File: config.mk
export PLATFORM = sky130hd
export DESIGN_NAME = prefill_chunk_planner
export DESIGN_NICKNAME = d
export VERILOG_FILES = /design/src/hdl/pcp_pkg.sv /design/src/hdl/pcp_ctrl.sv /design/src/hdl/pcp_dp.sv /design/src/hdl/prefill_chunk_planner.sv
export SDC_FILE = /design/constraint.sdc
export NUM_CORES = 1
export LEC_CHECK = 0
export BUFFER_PORTS_ARGS = -buffer_cell sky130_fd_sc_hd__buf_2
export CORE_UTILIZATION = 30
export CTS_CLUSTER_DIAMETER = 60
export DETAILED_ROUTE_END_ITERATION = 7
export SLEW_MARGIN = 25
export SYNTH_ARGS = -nofsm -noshare
export SYNTH_HDL_FRONTEND = slang
export SYNTH_SLANG_ARGS = --single-unit
File: constraint.sdc
create_clock -name clk -period 4.7 [get_ports clk]
set_input_delay 0.94 -clock clk [delete_from_list [all_inputs] [get_ports clk]]
set_output_delay 0.94 -clock clk [all_outputs]
set_load 0.1 [all_outputs]
File: src/hdl/pcp_pkg.sv
`timescale 1ns / 1ps

package pcp_pkg;

  localparam int LEN_W      = 20;
  localparam int SIZE_W     = 16;
  localparam int COUNT_W    = 3;
  localparam int IDX_OUT_W  = 2;
  localparam int STEP_W     = $clog2(LEN_W);
  localparam int NUM_SIZES_DEF = 4;

  // Register index of the size count; chunk size k sits at index k + 1.
  localparam int CFG_IDX_COUNT = 0;

  typedef enum logic [2:0] {
    S_IDLE,
    S_LD_CUR,
    S_LD_NXT,
    S_DIV,
    S_DECIDE
  } state_t;

  typedef struct packed {
    logic start;     // load a new length, restart at size 0
    logic ld_cur;    // capture current chunk size
    logic ld_nxt;    // capture next chunk size, seed the divider
    logic div_step;  // one restoring division step
    logic emit;      // load a group into the output register
    logic emit_last; // the emitted group closes the plan
    logic advance;   // remainder carries on to the next size
  } cmd_t;

  typedef struct packed {
    logic plan_empty; // incoming item yields no groups
    logic div_done;   // last division step is in progress
    logic finish;     // the plan ends at the current size
    logic full_nz;    // current size took at least one full chunk
    logic out_busy;   // output register holds a group not yet taken
  } status_t;

endpackage

File: src/hdl/pcp_ctrl.sv
`timescale 1ns / 1ps

module pcp_ctrl (
  input  logic             clk,
  input  logic             rst_n,
  input  logic             in_valid,
  output logic             in_stall,
  input  pcp_pkg::status_t sts,
  output pcp_pkg::cmd_t    cmd,
  output pcp_pkg::state_t  state
);

  pcp_pkg::state_t state_r;
  pcp_pkg::state_t state_nxt;

  always_ff @(posedge clk) begin
    if (!rst_n) begin
      state_r <= pcp_pkg::S_IDLE;
    end else begin
      state_r <= state_nxt;
    end
  end

  always_comb begin
    state_nxt = state_r;
    unique case (state_r)
      pcp_pkg::S_IDLE: begin
        if (in_valid && !sts.plan_empty) begin
          state_nxt = pcp_pkg::S_LD_CUR;
        end
      end
      pcp_pkg::S_LD_CUR: state_nxt = pcp_pkg::S_LD_NXT;
      pcp_pkg::S_LD_NXT: state_nxt = pcp_pkg::S_DIV;
      pcp_pkg::S_DIV: begin
        if (sts.div_done) begin
          state_nxt = pcp_pkg::S_DECIDE;
        end
      end
      pcp_pkg::S_DECIDE: begin
        if (sts.finish) begin
          if (!sts.out_busy) begin
            state_nxt = pcp_pkg::S_IDLE;
          end
        end else if (!sts.full_nz || !sts.out_busy) begin
          state_nxt = pcp_pkg::S_LD_CUR;
        end
      end
      default: state_nxt = pcp_pkg::S_IDLE;
    endcase
  end

  always_comb begin
    cmd      = '0;
    in_stall = 1'b1;
    unique case (state_r)
      pcp_pkg::S_IDLE: begin
        in_stall  = 1'b0;
        cmd.start = in_valid;
      end
      pcp_pkg::S_LD_CUR: cmd.ld_cur = 1'b1;
      pcp_pkg::S_LD_NXT: cmd.ld_nxt = 1'b1;
      pcp_pkg::S_DIV:    cmd.div_step = 1'b1;
      pcp_pkg::S_DECIDE: begin
        if (sts.finish) begin
          cmd.emit      = !sts.out_busy;
          cmd.emit_last = 1'b1;
        end else if (!sts.full_nz) begin
          cmd.advance = 1'b1;
        end else begin
          cmd.emit    = !sts.out_busy;
          cmd.advance = !sts.out_busy;
        end
      end
      default: begin
        cmd      = '0;
        in_stall = 1'b1;
      end
    endcase
  end

  assign state = state_r;

endmodule

File: src/hdl/pcp_dp.sv
`timescale 1ns / 1ps

module pcp_dp #(
  parameter int NUM_SIZES = pcp_pkg::NUM_SIZES_DEF,
  parameter int CFG_IW    = $clog2(NUM_SIZES + 1)
) (
  input  logic                            clk,
  input  logic                            rst_n,
  input  logic                            cfg_wr_en,
  input  logic [CFG_IW-1:0]               cfg_index,
  input  logic [pcp_pkg::SIZE_W-1:0]      cfg_wdata,
  input  logic [pcp_pkg::LEN_W-1:0]       in_total_length,
  input  pcp_pkg::cmd_t                   cmd,
  output pcp_pkg::status_t                sts,
  input  logic                            out_stall,
  output logic                            out_valid,
  output logic [pcp_pkg::IDX_OUT_W-1:0]   out_size_index,
  output logic [pcp_pkg::LEN_W-1:0]       out_full_count,
  output logic [pcp_pkg::SIZE_W-1:0]      out_partial_length,
  output logic                            out_last_group
);

  localparam int IDXW = (NUM_SIZES > 1) ? $clog2(NUM_SIZES) : 1;
  localparam int LW   = pcp_pkg::LEN_W;
  localparam int SW   = pcp_pkg::SIZE_W;

  // Configuration registers.
  logic [pcp_pkg::COUNT_W-1:0] count_r;
  logic [SW-1:0]               size_r [NUM_SIZES];

  // Plan state and divider.
  logic [LW-1:0]                len_r;
  logic [IDXW-1:0]              idx_r;
  logic [SW:0]                  cur_r;
  logic [SW:0]                  nxt_r;
  logic [LW-1:0]                q_r;
  logic [SW-1:0]                rem_r;
  logic [pcp_pkg::STEP_W-1:0]   step_r;

  logic                         out_valid_r;
  logic [pcp_pkg::IDX_OUT_W-1:0] out_idx_r;
  logic [LW-1:0]                out_full_r;
  logic [SW-1:0]                out_part_r;
  logic                         out_last_r;

  logic [3:0]    n_eff;
  logic [3:0]    idx_p1;
  logic          at_last;
  logic          nxt_exists;
  logic [IDXW-1:0] rd_addr;
  logic [SW-1:0] rd_data;
  logic [SW:0]   rd_size;
  logic [SW:0]   trial;
  logic          trial_ge;
  logic [SW-1:0] rem_nxt;
  logic          pass_on;
  logic          stay;
  logic          rem_zero;

  always_ff @(posedge clk) begin
    if (!rst_n) begin
      count_r <= '0;
      for (int k = 0; k < NUM_SIZES; k++) begin
        size_r[k] <= SW'(1);
      end
    end else if (cfg_wr_en) begin
      if (cfg_index == CFG_IW'(pcp_pkg::CFG_IDX_COUNT)) begin
        count_r <= cfg_wdata[pcp_pkg::COUNT_W-1:0];
      end
      for (int k = 0; k < NUM_SIZES; k++) begin
        if (cfg_index == CFG_IW'(k + 1)) begin
          size_r[k] <= cfg_wdata;
        end
      end
    end
  end

  // Count above the number of size registers is clamped.
  assign n_eff = ({1'b0, count_r} > 4'(NUM_SIZES)) ? 4'(NUM_SIZES) : {1'b0, count_r};
  assign idx_p1     = 4'(idx_r) + 4'd1;
  assign at_last    = (idx_p1 >= n_eff);
  assign nxt_exists = (idx_p1 < 4'(NUM_SIZES));

  // Single read port on the size registers; a zero size acts as size one.
  assign rd_addr = cmd.ld_nxt ? IDXW'(idx_p1) : idx_r;
  assign rd_data = size_r[rd_addr];
  assign rd_size = (rd_data == '0) ? (SW + 1)'(1) : {1'b0, rd_data};

  // Restoring division, one quotient bit per cycle, dividend shifts out of q_r.
  assign trial    = {rem_r, q_r[LW-1]};
  assign trial_ge = (trial >= cur_r);
  assign rem_nxt  = trial_ge ? SW'(trial - cur_r) : trial[SW-1:0];

  assign rem_zero = (rem_r == '0);
  assign pass_on  = ({nxt_r[SW-1:0], 1'b0} >= cur_r) && ({1'b0, rem_r} <= nxt_r);
  assign stay     = at_last || (!pass_on && ({rem_r, 1'b0} >= cur_r));

  always_ff @(posedge clk) begin
    if (cmd.start) begin
      len_r <= in_total_length;
      idx_r <= '0;
    end else if (cmd.advance) begin
      len_r <= LW'(rem_r);
      idx_r <= IDXW'(idx_p1);
    end
    if (cmd.ld_cur) begin
      cur_r <= rd_size;
    end
    if (cmd.ld_nxt) begin
      nxt_r  <= nxt_exists ? rd_size : (SW + 1)'(1);
      q_r    <= len_r;
      rem_r  <= '0;
      step_r <= pcp_pkg::STEP_W'(LW - 1);
    end else if (cmd.div_step) begin
      q_r    <= {q_r[LW-2:0], trial_ge};
      rem_r  <= rem_nxt;
      step_r <= step_r - pcp_pkg::STEP_W'(1);
    end
  end

  always_ff @(posedge clk) begin
    if (!rst_n) begin
      out_valid_r <= 1'b0;
    end else if (cmd.emit) begin
      out_valid_r <= 1'b1;
    end else if (!out_stall) begin
      out_valid_r <= 1'b0;
    end
  end

  always_ff @(posedge clk) begin
    if (cmd.emit) begin
      out_idx_r  <= pcp_pkg::IDX_OUT_W'(idx_r);
      out_full_r <= q_r;
      out_part_r <= (cmd.emit_last && stay) ? rem_r : '0;
      out_last_r <= cmd.emit_last;
    end
  end

  assign sts.plan_empty = (in_total_length == '0) || (n_eff == 4'd0);
  assign sts.div_done   = (step_r == '0);
  assign sts.finish     = rem_zero || stay;
  assign sts.full_nz    = (q_r != '0);
  assign sts.out_busy   = out_valid_r && out_stall;

  assign out_valid          = out_valid_r;
  assign out_size_index     = out_idx_r;
  assign out_full_count     = out_full_r;
  assign out_partial_length = out_part_r;
  assign out_last_group     = out_last_r;

endmodule

File: src/hdl/prefill_chunk_planner.sv
`timescale 1ns / 1ps

// Prefill chunk planner.
// Write the size count (index 0) and the chunk sizes (index 1 and up, largest
// first) through the cfg port while the block is idle. Each input transfer
// carries one total token length; the block answers with one output transfer
// per chunk-size group: the size index, the number of full chunks and the
// length of a trailing partial chunk, with out_last_group set on the final one.
// A zero length or a zero size count produces no output transfers.
// For every size visited the planner fetches the current and next sizes, runs
// the one-bit-per-cycle restoring divider and then decides; once the plan is
// done it returns to idle before it takes the next length.
// in_stall is low only while idle, so one length is planned at a time. Results
// sit in an output register; while out_stall holds a group there, the planner
// waits in its decision step before it emits. The final group of a plan may
// still wait there while the next length is already being accepted.
// Reset (rst_n low, synchronous) clears the size count to zero, sets all sizes
// to one, drops any plan in progress and empties the output register.
module prefill_chunk_planner #(
  parameter int NUM_SIZES = pcp_pkg::NUM_SIZES_DEF,
  parameter int CFG_IW    = $clog2(NUM_SIZES + 1)
) (
  input  logic                          clk,
  input  logic                          rst_n,
  input  logic                          cfg_wr_en,
  input  logic [CFG_IW-1:0]             cfg_index,
  input  logic [pcp_pkg::SIZE_W-1:0]    cfg_wdata,
  input  logic                          in_valid,
  output logic                          in_stall,
  input  logic [pcp_pkg::LEN_W-1:0]     in_total_length,
  output logic                          out_valid,
  input  logic                          out_stall,
  output logic [pcp_pkg::IDX_OUT_W-1:0] out_size_index,
  output logic [pcp_pkg::LEN_W-1:0]     out_full_count,
  output logic [pcp_pkg::SIZE_W-1:0]    out_partial_length,
  output logic                          out_last_group
);

  pcp_pkg::cmd_t    cmd;
  pcp_pkg::status_t sts;
  pcp_pkg::state_t  state;

  // The controller sequences fetch, divide and decide for each size.
  pcp_ctrl u_ctrl (
    .clk      (clk),
    .rst_n    (rst_n),
    .in_valid (in_valid),
    .in_stall (in_stall),
    .sts      (sts),
    .cmd      (cmd),
    .state    (state)
  );

  // The datapath holds the size registers, the divider and the output register.
  pcp_dp #(
    .NUM_SIZES (NUM_SIZES),
    .CFG_IW    (CFG_IW)
  ) u_dp (
    .clk                (clk),
    .rst_n              (rst_n),
    .cfg_wr_en          (cfg_wr_en),
    .cfg_index          (cfg_index),
    .cfg_wdata          (cfg_wdata),
    .in_total_length    (in_total_length),
    .cmd                (cmd),
    .sts                (sts),
    .out_stall          (out_stall),
    .out_valid          (out_valid),
    .out_size_index     (out_size_index),
    .out_full_count     (out_full_count),
    .out_partial_length (out_partial_length),
    .out_last_group     (out_last_group)
  );

  // A partial chunk only ever appears on the closing group of a plan.
  a_partial_only_last : assert property (@(posedge clk) disable iff (!rst_n)
    out_valid && (out_partial_length != '0) |-> out_last_group)
    else $error("partial chunk on a non-final group");

  // A zero-length transfer must leave the planner idle.
  a_zero_len_idle : assert property (@(posedge clk) disable iff (!rst_n)
    in_valid && !in_stall && (in_total_length == '0) |=> state == pcp_pkg::S_IDLE)
    else $error("zero length started a plan");

  // While a non-final group waits, its plan is still running.
  a_open_plan_busy : assert property (@(posedge clk) disable iff (!rst_n)
    out_valid && !out_last_group |-> state != pcp_pkg::S_IDLE)
    else $error("plan ended without a final group");

endmodule

* After elaboration in Yosys (flattened, before gate mapping) *
Memory sizes are Yosys's and may differ from the RTL's.
Cells that the tools add are included.

storage, ports and cells
  word-level logic and storage cells = 115
  output and inout port bits = 41
  memories = 1
  register bits after elaboration = 141
  RAM bits = 64

operators by class
  reduce and logical (&&, ||, !) cells = 25
  bitwise operators = 4
  add/sub/neg operators = 3
  muxes and demuxes = 48
  eq/ne operators = 13
  order comparisons = 7

memory list
  name         words  width  read ports  clocked after memory_dff  write ports  RTL line      source
  u_dp.size_r  4      16     1           0                         4            pcp_dp.sv:29  logic [SW-1:0] size_r [NUM_SIZES];

operators by type and width
  operator                                              number
  two-way mux 16 bit                                    6
  two-way mux 20 bit                                    4
  >= comparator 17 x 16 -> 1 bit                        3
  zero test 16 bit                                      2
  two-way mux 1 bit                                     29
  two-way mux 3 bit                                     7
  zero test 20 bit                                      1
  nonzero test 20 bit                                   1
  less-or-equal comparator 16 bit                       1
  subtractor 16 bit                                     1
  case mux 3 bit (5 select lines)                       1
  equality test 3 x 2 -> 1 bit (second input constant)  4
  equality test 3 x 1 -> 1 bit (second input constant)  2
  equality test 3 bit (second input constant)           2
  zero test 3 bit                                       2
  logical AND 1 bit                                     5
  zero test 5 bit                                       1
  subtractor 5 x 1 -> 5 bit (second input constant)     1
  >= comparator 4 bit                                   1
  zero test 1 bit                                       4
  zero test 4 bit                                       1
  logical OR 1 bit                                      4
  < comparator 4 x 3 -> 1 bit (second input constant)   1
  != test 2 x 1 -> 1 bit (second input constant)        2
  other kinds (10)                                      14

* Longest topological paths before layout *
  depth after elaboration = 10
  mapped depth = 12
  mapped depth without buffers = 11

* Modules after synthesis *
From an unflattened synthesis, not the netlist that was laid out.

second synthesis, totals
  cell total of the unflattened synthesis = 928
  area total of the unflattened synthesis = 10789.1 sq um

by module, submodules not included
  module    times used  cells each  seq. area each (sq um)  area an instance (sq um)
  pcp_dp    1           897         5795.6                  10555.1
  pcp_ctrl  1           31          60.1                    234.0

* Worst setup path before layout *
Ideal clock, no wire load.

  path kind = reg-to-reg
  from = register u_dp.nxt_r[13]
  to = register u_dp.out_full_r[0], in the netlist u_dp.out_full_count[0], enable pin
  clock period less this slack = 4354 ps
  library setup time = 448 ps
  cell stages (with the launch flop) = 10
  data arrival time = 3906 ps
  setup slack = 346 ps
  required time = 4252 ps
  path through = edfxtp_1 > ha_1 > and4b_1 > a2111oi_0 > and4_1 > o32ai_1 > and3_1 > clkbuf_1 > a21o_1 > a21oi_1

RTL lines
  item                      RTL line       source
  start: declaration        pcp_dp.sv:35   logic [SW:0] nxt_r;
  start signal: assignment  pcp_dp.sv:110  nxt_r <= nxt_exists ? rd_size : (SW + 1)'(1);
  end signal: assignment    pcp_dp.sv:134  out_full_r <= q_r;
  end: declaration          pcp_dp.sv:42   logic [LW-1:0] out_full_r;

* Worst setup path in the final report *
  from = register u_dp.nxt_r[13]
  to = register u_dp.len_r[7], enable pin

between the ends
  word-level cells in the longest chain between the ends = 9
  elaborated cells on any way between the ends = 10

RTL lines
  item                                                                               RTL line        source
  >= comparator 17 x 16 -> 1 bit or less-or-equal comparator 16 bit (tied branches)  pcp_dp.sv:95    assign pass_on = ({nxt_r[SW-1:0], 1'b0} >= cur_r) && ({1'b0, rem_r} <= nxt_r);
  logical AND 1 bit (*)                                                              pcp_dp.sv:95
  zero test 1 bit (*)                                                                pcp_dp.sv:96    assign stay = at_last || (!pass_on && ({rem_r, 1'b0} >= cur_r));
  logical AND 1 bit (*)                                                              pcp_dp.sv:96
  logical OR 1 bit (*)                                                               pcp_dp.sv:96
  logical OR 1 bit (*)                                                               pcp_dp.sv:142   assign sts.finish = rem_zero || stay;
  two-way mux 1 bit (*)                                                              pcp_ctrl.sv:64  if (sts.finish) begin
  two-way mux 3 bit (*)                                                              pcp_ctrl.sv:55  unique case (state_r)
  nonzero test 2 bit (no source line) (*)                                            -
  end signal: assignment                                                             pcp_dp.sv:100   len_r <= in_total_length;
  end signal: assignment                                                             pcp_dp.sv:103   len_r <= LW'(rem_r);
  end: declaration                                                                   pcp_dp.sv:32    logic [LW-1:0] len_r;

Mark *: on every way between the ends. The rest lies on a longest branch, timed or not.
A chain may end at the register's enable or synchronous reset.

==> out/metrics.cfg <==
[cts]
cts_setup_buffers=0
cts.sinks=205
ctsLongestPathBuffers=3
path_clk_slew_ns=0.06
cts_max_level=1
cts_tree=yes
insertion_delay_ns=0.50
ctsResizeCount=0
clock-root-buffer=clkbuf_16
cts_inserted_buffers=22
ctsHoldBuffers=0

[timing]
timing.final.ws_setup_ns=1.13
rsz0062_at_grt=false
setup_tns_ns=0
timing.final.crit_period_ns=3.57
fin_crit_sh=0.759
max_slew_margin=0.349
whs_ns=0.458
finalHoldViolCount=0
slew_violations=0
worst-slew-pin-transition_ns=0.976
fmax_ghz=0.280
finClkSkew_ns=0.0166
setup_violations=0

[critical_path]
critPathArrivalTime_ns=3.70
r2r_cells=9
r2r_end=u_dp.len_r[7]$_DFFE_PP_
reg2reg_slack_ns=1.13
worst_ep_required_time_ns=4.83
cp_max_fo=20
start_kind=flop
reg2reg_from=u_dp.nxt_r[13]$_SDFFCE_PP0P_
endpoint_kind=flop
crit_type=reg2reg

[drt]
ant_nets=0
drtIter0Drc=471
drt-pass1-iter-count=7
viasPerCell=4.71
finalWirelength_um=21800
num_vias=6419
drcViolationCount=0
post_drt_wl_per_cell_um=16.0

[synthesis]
ys_ff_latch=205
synth_edf_count=175
synth_top_family_by_area=simple AND/OR/NAND/NOR gates
synth_warnings=0
synth_compound_area_frac=0.0768
seq_area_frac_synth=0.587
synth_ff_type=edfxtp_1
syn_area_um2=9970
synth-simple-area-share=0.161
syn_inst=811
synth_top_cell_by_area=edfxtp_1
synth.distinct_cells=63
netlist.area_leader.share=0.527
synth.avg_cell_area_um2=12.3
synthTopCellsByArea=edfxtp_1 53%, ha_1 6.5%, dfxtp_1 6.0%, and2_1 5.0%, mux4_2 3.6%
synth_fa_ha_area_frac=0.0673
yosysMostFrequentCell=edfxtp_1
synth_common_cells=175 x edfxtp_1, 83 x nand2_1, 79 x and2_1, 52 x ha_1, 47 x a21oi_1
ys_async_sr_fraction=0
synthesis.nets=908
synth_mux_area_frac=0.0667
synth_xor_area_frac=0.0124

[global_routing]
grt_pass1_vias=6260
grt_max_degree=40
track_usage=0.130
antenna_found_initial=0
grt_overflow=0
grt_pass1_wl_um=34400

[place]
dp_slack_ns=1.21
hpwl_um=16100
gp_congestion=0.845
dp.cells=1322
port-buffer-count=84

[floorplan]
core_area_um2=32600
die_height_um=184
die_x_um=184
dieArea_um2=34000
ioPinCount=85
placementRows=66
initial_utilization=0.306

[hold_path]
hold_depth=1
hold_end=u_dp.step_r[4]$_SDFFE_PP1P_
min-delay-start=u_dp.step_r[4]$_SDFFE_PP1P_
hold_path.class=reg2reg

[finish]
nNetsFinal=1001
drive_gt1_frac=0.191
antenna-diode-count=0
area_growth_pct=16.9
fin_util=0.357
final_cells=1362

[status]
status=complete, no violations

[pwr]
ir_drop_mv=0.239
powerDensity_nw_per_um2=543
p_leak_nw=4.58

[run]
cap_violations=0

[cells in the final DEF (no fill, tap or decap), types with 3 or more instances in the layout]
cell / count
a211oi_1: 3
a21o_1: 9
a21oi_1: 45
a31oi_1: 3
a32oi_1: 3
and2_1: 79
and3_1: 9
and4_1: 4
buf_2: 84
buf_4: 9
clkbuf_1: 4
clkbuf_16: 23
clkinv_1: 5
clkinv_2: 3
clkinv_4: 3
dfxtp_1: 30
edfxtp_1: 175
ha_1: 52
inv_1: 43
mux2_2: 19
mux2i_1: 9
mux4_2: 16
nand2_1: 83
nand2b_1: 7
nand3_1: 12
nand3b_1: 4
nand4_1: 7
nor2_1: 32
nor2b_1: 23
nor3_1: 8
nor4_1: 19
o21a_1: 4
o21ai_0: 30
or3_1: 5
xnor2_1: 5
xor2_1: 6
[cells by family after synthesis]
family | Yosys count
simple gates | 302
flops | 205
fa+ha+maj | 53
xor+xnor | 12
compound gates | 124
mux | 44
buf+inv | 71
[sequential cells by signal (all words and copies together) (netlist names)]
| signal | cells |
|---|---|
| u_dp.out_valid | 1 |
| u_dp.size_r | 64 |
| u_dp.idx_r | 2 |
| u_dp.q_r | 20 |
| u_dp.out_size_index | 2 |
| u_dp.cur_r | 16 |
| u_dp.step_r | 5 |
| u_dp.out_full_count | 20 |
| u_dp.count_r | 3 |
| u_dp.len_r | 20 |
| u_dp.rem_r | 16 |
| u_dp.out_partial_length | 16 |
| u_dp.nxt_r | 16 |
| u_ctrl.state | 3 |
| u_dp.out_last_group | 1 |
[per-stage QoR]
stage,total power [mW],instance area (um2)
detailed placement,4.67,10900
CTS,6.38,11600
finish,6.33,11700
global placement,4.64,10900
global route,6.73,11700
floorplan,4.12,9970
[worst max-delay path: stages, from the launching register on]
cell	delay (ns)
edfxtp_1	0.40
ha_1	0.31
and4b_1	0.25
nand3_1	0.11
a2111o_1	0.29
and4_1	0.20
o32ai_1	0.47
and3_1	0.34
nand2_1	0.16
nand2_1	0.65
[final cells by class]
class                           instances  area, um2
Multi-Input combinational cell        535       3860
Clock buffer                           27        591
Tap cell                              442        553
Fill cell                            3207      21000
Clock inverter                         13        124
Inverter                               47        184
Timing Repair Buffer                   93        488
Sequential cell                       205       5860
[routing by layer]
metal	routed length [um]	share of wire	global-route usage
met1	10600	0.48	0.185
met2	9750	0.45	0.209
met3	1050	0.048	0.0200
met4	438	0.020	0.0277
met5	0	0	0
[power by group]
group          internal [mW]  total [mW]  switching, mW
Sequential              2.45        2.70          0.250
Clock                   1.01        1.70          0.691
Combinational          0.765        1.94           1.17
Total                   4.22        6.33           2.11
[worst max-delay path by stage]
stage	end	from	cells after the start
finish	u_dp.len_r[7]$_DFFE_PP_	u_dp.nxt_r[13]$_SDFFCE_PP0P_	9
CTS	u_dp.nxt_r[0]$_SDFFCE_PP1P_	u_ctrl.state[2]$_SDFFE_PN0P_	11
global route	u_dp.len_r[4]$_DFFE_PP_	u_dp.rem_r[10]$_SDFFE_PP0P_	8
global placement	u_dp.len_r[2]$_DFFE_PP_	u_dp.nxt_r[13]$_SDFFCE_PP0P_	9
floorplan	u_dp.out_full_count[0]$_DFFE_PP_	u_dp.nxt_r[13]$_SDFFCE_PP0P_	9
detailed placement	u_dp.nxt_r[0]$_SDFFCE_PP1P_	u_ctrl.state[2]$_SDFFE_PN0P_	11
No activity file was read; power rests on OpenSTA's default activity.
